--- src/rtl/tpu_pkg.sv ---
// Package for the tracker pattern unpacker.
// Holds the parser phase codes, flag bits, pattern limits and the entry type.
// No dependencies.
package tpu_pkg;

  // Pattern geometry
  localparam int unsigned ROWS_PER_PATTERN = 64;
  localparam int unsigned MAX_CHANNELS     = 32;
  localparam int unsigned ROW_CNT_W        = $clog2(ROWS_PER_PATTERN + 1);
  localparam int unsigned ROW_W            = 6;
  localparam int unsigned CHAN_W           = 5;
  localparam int unsigned CHAN_CNT_W       = 6;

  // Parser phase codes
  localparam logic [2:0] PH_CTRL = 3'd0;
  localparam logic [2:0] PH_NOTE = 3'd1;
  localparam logic [2:0] PH_INST = 3'd2;
  localparam logic [2:0] PH_VOL  = 3'd3;
  localparam logic [2:0] PH_EFF  = 3'd4;
  localparam logic [2:0] PH_VAL  = 3'd5;

  // Bit positions within the entry flags (control byte bits 7..5)
  localparam int unsigned FL_NOTE = 0;
  localparam int unsigned FL_VOL  = 1;
  localparam int unsigned FL_CMD  = 2;

  // Defaults for absent fields
  localparam logic [7:0] VOLUME_DEFAULT = 8'hff;

  // One decoded entry
  typedef struct packed {
    logic [CHAN_W-1:0] channel;
    logic [ROW_W-1:0]  row;
    logic [7:0]        note;
    logic [7:0]        instrument;
    logic [7:0]        volume;
    logic [7:0]        effect;
    logic [7:0]        fx_param;
  } entry_t;

  // 12*octave + semitone - 1, modulo 256
  function automatic logic [7:0] convert_note(input logic [7:0] b);
    logic [7:0] oct;
    oct = {4'd0, b[7:4]};
    return (oct << 3) + (oct << 2) + {4'd0, b[3:0]} - 8'd1;
  endfunction

endpackage

--- src/rtl/tpu_parser.sv ---
// Packed pattern parser: phase, row and entry state plus the decode step.
// Depends on tpu_pkg.
module tpu_parser
  import tpu_pkg::*;
(
  input  logic                  clk_i,
  input  logic                  rst_ni,
  input  logic                  step_i,
  input  logic [7:0]            data_byte_i,
  input  logic                  pattern_start_i,
  input  logic [CHAN_CNT_W-1:0] channel_count_i,
  output logic                  res_valid_o,
  output entry_t                res_o
);

  logic [2:0]           phase_q, phase_d;
  logic [ROW_CNT_W-1:0] row_q, row_d;
  logic [CHAN_W-1:0]    chan_q, chan_d;
  logic [2:0]           flags_q, flags_d;
  logic [7:0]           note_q, note_d;
  logic [7:0]           inst_q, inst_d;
  logic [7:0]           vol_q, vol_d;
  logic [7:0]           eff_q, eff_d;

  logic [2:0]           phase_cur;
  logic [ROW_CNT_W-1:0] row_cur;
  logic                 done;
  logic                 finish;
  logic [7:0]           value;

  // Decode one byte
  always_comb begin
    phase_cur = pattern_start_i ? PH_CTRL : phase_q;
    row_cur   = pattern_start_i ? '0 : row_q;
    done      = (row_cur >= ROW_CNT_W'(ROWS_PER_PATTERN));
    phase_d   = phase_cur;
    row_d     = row_cur;
    chan_d    = chan_q;
    flags_d   = flags_q;
    note_d    = note_q;
    inst_d    = inst_q;
    vol_d     = vol_q;
    eff_d     = eff_q;
    finish    = 1'b0;
    value     = 8'd0;

    if (!done) begin
      unique case (phase_cur)
        PH_CTRL: begin
          if (data_byte_i == 8'd0) begin
            row_d = row_cur + ROW_CNT_W'(1);
          end else begin
            chan_d  = data_byte_i[4:0];
            flags_d = data_byte_i[7:5];
            note_d  = 8'd0;
            inst_d  = 8'd0;
            vol_d   = VOLUME_DEFAULT;
            eff_d   = 8'd0;
            if (data_byte_i[5+FL_NOTE]) phase_d = PH_NOTE;
            else if (data_byte_i[5+FL_VOL]) phase_d = PH_VOL;
            else if (data_byte_i[5+FL_CMD]) phase_d = PH_EFF;
            else finish = 1'b1;
          end
        end
        PH_NOTE: begin
          note_d  = convert_note(data_byte_i);
          phase_d = PH_INST;
        end
        PH_INST: begin
          inst_d = data_byte_i;
          if (flags_q[FL_VOL]) phase_d = PH_VOL;
          else if (flags_q[FL_CMD]) phase_d = PH_EFF;
          else finish = 1'b1;
        end
        PH_VOL: begin
          vol_d = data_byte_i;
          if (flags_q[FL_CMD]) phase_d = PH_EFF;
          else finish = 1'b1;
        end
        PH_EFF: begin
          eff_d   = data_byte_i;
          phase_d = PH_VAL;
        end
        PH_VAL: begin
          value  = data_byte_i;
          finish = 1'b1;
        end
        default: phase_d = PH_CTRL;
      endcase
      if (finish) phase_d = PH_CTRL;
    end
  end

  // Entries at or above the channel count are dropped
  assign res_valid_o = finish && ({1'b0, chan_d} < channel_count_i);

  assign res_o = '{channel:    chan_d,
                   row:        row_cur[ROW_W-1:0],
                   note:       note_d,
                   instrument: inst_d,
                   volume:     vol_d,
                   effect:     eff_d,
                   fx_param:   value};

  // Parser state
  always_ff @(posedge clk_i or negedge rst_ni) begin
    if (!rst_ni) begin
      phase_q <= PH_CTRL;
      row_q   <= '0;
      chan_q  <= '0;
      flags_q <= '0;
      note_q  <= 8'd0;
      inst_q  <= 8'd0;
      vol_q   <= VOLUME_DEFAULT;
      eff_q   <= 8'd0;
    end else if (step_i) begin
      phase_q <= phase_d;
      row_q   <= row_d;
      chan_q  <= chan_d;
      flags_q <= flags_d;
      note_q  <= note_d;
      inst_q  <= inst_d;
      vol_q   <= vol_d;
      eff_q   <= eff_d;
    end
  end

endmodule

--- src/rtl/tracker_pattern_unpacker_core.sv ---
// Top level of the tracker pattern unpacker: input register, parser, result register.
// Depends on tpu_pkg and tpu_parser.
//
// Usage:
// - Input channel (in_valid_i / in_ready_o) carries one byte of the packed
//   pattern stream per transfer, with pattern_start_i marking the first byte
//   of a pattern. Output channel (out_valid_o / out_ready_i) carries one
//   decoded entry per transfer; bytes that end rows, carry entry data before
//   its last byte, belong to dropped channels or follow the last row give none.
// - A byte passes from the input register through the parser into the
//   result register; a stalled result register holds it back.
// - Throughput: one byte per cycle while the receiver does not stall; the parser is combinational.
// - When the receiver stalls with an entry held, the byte in the input
//   register waits and the input channel takes no further byte.
// - Reset clears the valid flags of both registers, resets the parser state and sets channel_count to 32.
// - cfg_we_i writes channel_count from cfg_wdata_i; write it only while idle.
module tracker_pattern_unpacker_core
  import tpu_pkg::*;
(
  input  logic                  clk_i,
  input  logic                  rst_ni,
  input  logic                  cfg_we_i,
  input  logic [CHAN_CNT_W-1:0] cfg_wdata_i,
  input  logic                  in_valid_i,
  output logic                  in_ready_o,
  input  logic [7:0]            data_byte_i,
  input  logic                  pattern_start_i,
  output logic                  out_valid_o,
  input  logic                  out_ready_i,
  output logic [CHAN_W-1:0]     channel_o,
  output logic [ROW_W-1:0]      row_o,
  output logic [7:0]            note_o,
  output logic [7:0]            instrument_o,
  output logic [7:0]            volume_o,
  output logic [7:0]            effect_o,
  output logic [7:0]            fx_param_o
);

  logic [CHAN_CNT_W-1:0] chan_count_q;
  logic                  in_valid_q;
  logic [7:0]            byte_q;
  logic                  start_q;
  logic                  out_valid_q;
  entry_t                out_q;
  logic                  advance;
  logic                  res_valid;
  entry_t                res;

  // Held byte moves on when the result register is free or being drained
  assign advance    = in_valid_q && (!out_valid_q || out_ready_i);
  assign in_ready_o = !in_valid_q || advance;

  // Configuration register
  always_ff @(posedge clk_i or negedge rst_ni) begin
    if (!rst_ni) begin
      chan_count_q <= CHAN_CNT_W'(MAX_CHANNELS);
    end else if (cfg_we_i) begin
      chan_count_q <= cfg_wdata_i;
    end
  end

  // Input register
  always_ff @(posedge clk_i or negedge rst_ni) begin
    if (!rst_ni) begin
      in_valid_q <= 1'b0;
    end else if (in_ready_o) begin
      in_valid_q <= in_valid_i;
    end
  end

  always_ff @(posedge clk_i) begin
    if (in_ready_o && in_valid_i) begin
      byte_q  <= data_byte_i;
      start_q <= pattern_start_i;
    end
  end

  tpu_parser u_parser (
    .clk_i           (clk_i),
    .rst_ni          (rst_ni),
    .step_i          (advance),
    .data_byte_i     (byte_q),
    .pattern_start_i (start_q),
    .channel_count_i (chan_count_q),
    .res_valid_o     (res_valid),
    .res_o           (res)
  );

  // Result register
  always_ff @(posedge clk_i or negedge rst_ni) begin
    if (!rst_ni) begin
      out_valid_q <= 1'b0;
    end else if (advance) begin
      out_valid_q <= res_valid;
    end else if (out_ready_i) begin
      out_valid_q <= 1'b0;
    end
  end

  always_ff @(posedge clk_i) begin
    if (advance && res_valid) begin
      out_q <= res;
    end
  end

  assign out_valid_o  = out_valid_q;
  assign channel_o    = out_q.channel;
  assign row_o        = out_q.row;
  assign note_o       = out_q.note;
  assign instrument_o = out_q.instrument;
  assign volume_o     = out_q.volume;
  assign effect_o     = out_q.effect;
  assign fx_param_o   = out_q.fx_param;

endmodule

--- config.mk ---
export PLATFORM = sky130hd
export DESIGN_NAME = tracker_pattern_unpacker_core
export DESIGN_NICKNAME = d
export VERILOG_FILES = /design/src/rtl/tpu_pkg.sv /design/src/rtl/tpu_parser.sv /design/src/rtl/tracker_pattern_unpacker_core.sv
export SDC_FILE = /design/constraint.sdc
export NUM_CORES = 1
export LEC_CHECK = 0
export BUFFER_PORTS_ARGS = -buffer_cell sky130_fd_sc_hd__buf_4
export CORE_MARGIN = 1
export CORE_UTILIZATION = 58
export DETAILED_ROUTE_END_ITERATION = 7
export GPL_ROUTABILITY_DRIVEN = 1
export PLACE_DENSITY_LB_ADDON = 0.05
export SYNTH_ARGS = -nofsm -noshare
export SYNTH_HDL_FRONTEND = slang
export SYNTH_SLANG_ARGS = --single-unit
--- constraint.sdc ---
create_clock -name clk_i -period 7 [get_ports clk_i]
set_input_delay 0 -clock clk_i [delete_from_list [all_inputs] [get_ports clk_i]]
set_output_delay 0 -clock clk_i [all_outputs]
set_load 0.05 [all_outputs]
Word level (Yosys, flattened, before mapping) --
Index checks and enable logic that the tools add are counted. Widths: inputs -> output; s select.
Word-level totals: output and inout bits 53, logic and storage cells 87, input port bits 20, register bits 118
Operators by class: equal/unequal tests 5, order comparisons 2, reduce and logical (&&, ||, !) cells 13, bitwise operators 3, add/sub/neg operators 4, multiplexer cells 40
Operator list (number):
- $mux 8 | 8
- $pmux 8 s2 | 4
- $mux 7 | 4
- $mux 3 | 9
- $pmux 3 s6 | 1
- $mux 5 | 3
- $mux 1 | 10
- $add 7x6->8 | 1
- $add 8x4->8 | 1
- $logic_not 8->1 | 1
- $sub 8x1->8 const B | 1
- $add 7x1->7 const B | 1
- $ge 7x7->1 const B | 1
- $eq 3x2->1 const B | 2
- $eq 3x3->1 const B | 2
- $lt 5x6->1 | 1
- $logic_and 1x1->1 | 4
- $pmux 1 s4 | 1
- $reduce_and 4->1 | 1
- $eq 3x1->1 const B | 1
- $logic_not 3->1 | 1
- $not 1->1 | 3
- $logic_not 1->1 | 2
- $logic_or 1x1->1 | 2
- 2 further kinds | 2

Logic depth before layout (Yosys ltp) --
depth in word-level cells 9, gate-level depth with buffers 13, depth with buffers taken out 12

Hierarchy --
A second synthesis with hierarchy kept.
Unflattened totals: cells, all modules 469, area total of the unflattened synthesis 5455.2 µm²
By module, submodules not included:
- tpu_parser | times used 1, seq. area each 1236.2 µm², area an instance 3304.4 µm², cells an instance 386
- tracker_pattern_unpacker_core | times used 1, seq. area each 2003.2 µm², area an instance 2150.8 µm², cells an instance 83

Least setup slack after synthesis --
OpenSTA, ideal clock, no wires.
path type register to register, start register byte_q[6], end register out_q, in the netlist channel_o[0], enable pin, clock period less this slack 5075 ps, library setup time 461 ps, path slack 1925 ps, arrival time 4614 ps, cell stages (with the launch flop) 13, data required time 6539 ps, path buffers 1, path through edfxtp_1 inv_1 ha_1 nand4bb_1 o22ai_1 buf_2 nand2_1 o21ai_0 ha_1 or2_2 nand3_1 o2111ai_1 a311oi_2
RTL lines:
- start: declaration | RTL line tracker_pattern_unpacker_core.sv:41 | logic [7:0] byte_q;
- start signal: assignment | RTL line tracker_pattern_unpacker_core.sv:73 | byte_q <= data_byte_i;
- end signal: assignment | RTL line tracker_pattern_unpacker_core.sv:102 | out_q <= res;
- end: declaration | RTL line tracker_pattern_unpacker_core.sv:44 | entry_t out_q;

==> results.py <==
metrics = {
    "worst_setup_path": {
        "r2r_start": "byte_q[6]$_DFFE_PP_",
        "critPathMaxFanout": 36,
        "reg2reg_to": "volume_o[3]$_DFFE_PP_",
        "reg2reg_depth": 12,
        "worst_ep_required_time_ns": 7.15,
        "path_class": "reg -> reg",
        "ff2ff_setup_slack_ns": 2.07,
        "worst-endpoint-arrival_ns": 5.08,
        "end_kind": "register",
        "cp-start-kind": "register",
    },
    "global_routing": {
        "grt_usage_pct": 26.97,
        "antenna_found_initial": 0,
        "grt_pass1_vias": 3977,
        "grt_overflow_total": 0,
        "grt_pass1_wl_mm": 20.00,
        "grt_max_degree": 58,
    },
    "power_and_ir_drop": {
        "p_int_mw": 1.626,
        "power_mw": 2.499,
        "p_sw_mw": 0.8727,
        "clkPwrFrac_pct": 33.2,
        "p_comb_share_pct": 28.3,
        "switching_share_pct": 34.92,
        "pwr-share-seq_pct": 38.5,
        "power_density_mw_per_mm2": 356.6,
        "ir_drop_v": 0.0002416,
        "p_leak_nw": 2.981,
    },
    "yosys": {
        "synthMuxAreaShare_pct": 1.043,
        "ys_warn_count": 0,
        "yosys.area.top_type": "edfxtp_1",
        "ys_seq_area_share_pct": 58.71,
        "synth_top_area_share_pct": 32.65,
        "synth-simple-area-share_pct": 12.20,
        "async_flop_share_pct": 48.72,
        "synth_cell_types": 61,
        "syn_inst": 458,
        "syn-num-nets": 502,
        "synth_seq_cells": 117,
        "synth_fa_ha_area_share_pct": 5.850,
        "synth_edf_count": 60,
        "yosys.area_share.xor_xnor_pct": 0.6349,
        "synth.avg_cell_area_um2": 12.05,
        "netlist_area_mm2": 0.005518,
        "synth_compound_area_share_pct": 17.73,
        "synth_ff_type": "edfxtp_1",
        "synthTopCellsByArea": "edfxtp_1, dfrtp_1, ha_1",
        "synth_top_family_by_area": "compound AO/OA/AOI/OAI gates",
    },
    "clock_network": {
        "clockBufferDepth": 2,
        "cts_buffers": 17,
        "clk_pin_slew_ns": 0.06,
        "insertion_delay_ns": 0.51,
        "cts_root_buf": "clkbuf_8",
        "clock_sinks": 117,
        "ctsResizeCount": 0,
        "cts_tree": "yes",
        "cts_max_level": 4,
    },
    "timing": {
        "max_slew_margin_pct": 30.55,
        "rsz0062_at_grt": "false",
        "min_period_ns": 4.926,
        "worstMarginPinSlew_ns": 1.042,
        "final_hold_viol_count": 0,
        "fin_worst_skew_ns": 0.01072,
        "final.period_utilization_pct": 70.37,
        "maxSlewViolCount": 0,
        "tns_ns": 0,
        "holdWs_ns": 0.09311,
        "max_freq_mhz": 203.0,
        "setup_viol_count_final": 0,
    },
    "outcome": {
        "status": "finished, final reports clean",
    },
    "floorplanning": {
        "coreArea_mm2": 0.009240,
        "dieArea_mm2": 0.009907,
        "pin_count": 73,
        "rows": 35,
        "dieHeight_um": 99.54,
        "initial_core_util_pct": 59.72,
        "chipWidth_um": 99.54,
    },
    "min_path": {
        "hp-class": "in -> async",
    },
    "cells_and_area": {
        "drive_above_1_share_pct": 23.57,
        "finalNonFillerCells": 706,
        "layout_commonest_cell": "buf_4",
        "fin_nets": 608,
        "layout_common_cells": "buf_4, nand2_1, edfxtp_1",
        "antenna_cells": 0,
        "nFillCells": 620,
        "final_cell_area_mm2": 0.007007,
        "syn2layout_area_growth_pct": 26.98,
    },
    "routing": {
        "firstDrtPassIters": 5,
        "wirelength_mm": 12.36,
        "wl_per_cell_um": 17.51,
        "vias_per_cell": 5.759,
        "ant_nets": 0,
        "num_vias": 4066,
        "drc": 0,
        "drt_iter0_drc": 246,
    },
    "place": {
        "dp.cells": 645,
        "placed_area_mm2": 0.006147,
        "place.gp.congestion": 0.9153,
        "dpl.hpwl_mm": 7.966,
        "place.port_buffers": 72,
    },
    "job": {
        "cap_viol_max_count": 0,
    },
}
[per-layer routing]
| metal | share of wire, % | GRT usage (%) | wire length (µm) | vias up |
|---|---|---|---|---|
| met5 | 0 | 0 | 0 | - |
| met1 | 43 | 36.62 | 5345 | 1968 |
| li1 | - | - | - | 1894 |
| met4 | 2.6 | 13.12 | 325 | 0 |
| met3 | 5.8 | 6.817 | 714 | 28 |
| met2 | 48 | 40.87 | 5975 | 176 |
[power groups by stage]
stage | Sequential (mW) | Clock [mW] | Combinational, mW
finish | 0.962 | 0.830 | 0.707
global route | 0.977 | 0.872 | 0.762
CTS | 0.961 | 0.835 | 0.702
detailed placement | 0.971 | 0 | 0.680
global placement | 0.967 | 0 | 0.665
floorplan | 1.06 | 0 | 0.416
[timing repair]
item                                   CTS  global route
hold buffers                            29             0
setup buffers                            0             0
endpoints found under the hold margin   74             0
[sequential cells by signal (all words and copies together), names as in the netlist]
signal and cells:
byte_q 8, effect_o 8, fx_param_o 8, instrument_o 8, note_o 8, u_parser.eff_q 8, u_parser.inst_q 8, u_parser.note_q 8
u_parser.vol_q 8, volume_o 8, u_parser.row_q 7, chan_count_q 6, row_o 6, channel_o 5, u_parser.chan_q 5, u_parser.phase_q 3
u_parser.flags_q 2, in_valid_q 1, out_valid_o 1, start_q 1
[cell usage after synthesis, types with 4 or more instances]
| master | instances |
|---|---|
| nand2_1 | 61 |
| edfxtp_1 | 60 |
| dfrtp_1 | 48 |
| o21ai_0 | 30 |
| inv_1 | 28 |
| ha_1 | 21 |
| nor2_1 | 19 |
| o2bb2ai_1 | 17 |
| a22o_1 | 16 |
| o21ai_1 | 16 |
| a21o_1 | 14 |
| nand2b_1 | 11 |
| nor2b_1 | 10 |
| dfstp_2 | 9 |
| a21oi_1 | 7 |
| buf_2 | 7 |
| buf_4 | 7 |
| nand3_1 | 5 |
| a32o_1 | 4 |
| nor3_1 | 4 |
| xnor2_1 | 4 |
[worst max path at each step]
stage,to,cells past startpoint,slack (ns),start
after floorplan,channel_o[0]$_DFFE_PP_,12,1.93,byte_q[6]$_DFFE_PP_
after global placement,volume_o[1]$_DFFE_PP_,12,2.46,byte_q[6]$_DFFE_PP_
after detailed placement,volume_o[1]$_DFFE_PP_,12,2.20,byte_q[6]$_DFFE_PP_
after CTS,volume_o[0]$_DFFE_PP_,12,2.11,byte_q[6]$_DFFE_PP_
after global routing,instrument_o[1]$_DFFE_PP_,12,1.78,byte_q[6]$_DFFE_PP_
final,volume_o[3]$_DFFE_PP_,12,2.07,byte_q[6]$_DFFE_PP_
[worst max-delay path, stage by stage, from the launching register on]
cell and delay (ns):
edfxtp_1 0.44, inv_1 0.24, ha_1 0.28, nand4bb_1 0.17, o22ai_1 0.77, nand2_1 0.13
o21ai_0 0.18, ha_1 0.29, or2_2 0.31, nand3_1 0.11, o2111ai_1 0.19, a311oi_4 0.90
buf_4 0.54
[stage by stage]
stage	util, %	worst slack [ns]
final	75.83	2.074
after global routing	75.83	1.783
after CTS	75.83	2.106
after detailed placement	66.53	2.195
after global placement	66.53	2.460
after floorplan	-	1.925
[cell families after synthesis]
logic type	Yosys count
multiplexers	5
flip-flops	117
AND/OR/NAND/NOR	131
XOR/XNOR	4
adder cells (fa/ha/maj)	24
buffers and inverters	45
AO/OA/AOI/OAI	132
[final cells by class]
cell class	instances	area, µm²	area share [%]
Sequential cell	117	3239	46.23
Multi-Input combinational cell	296	2078	29.66
Timing Repair Buffer	104	853.3	12.18
Clock buffer	17	414.1	5.911
Tap cell	129	161.4	2.304
Clock inverter	15	155.1	2.214
Inverter	28	105.1	1.500
Power figures use the tool's default switching activity.
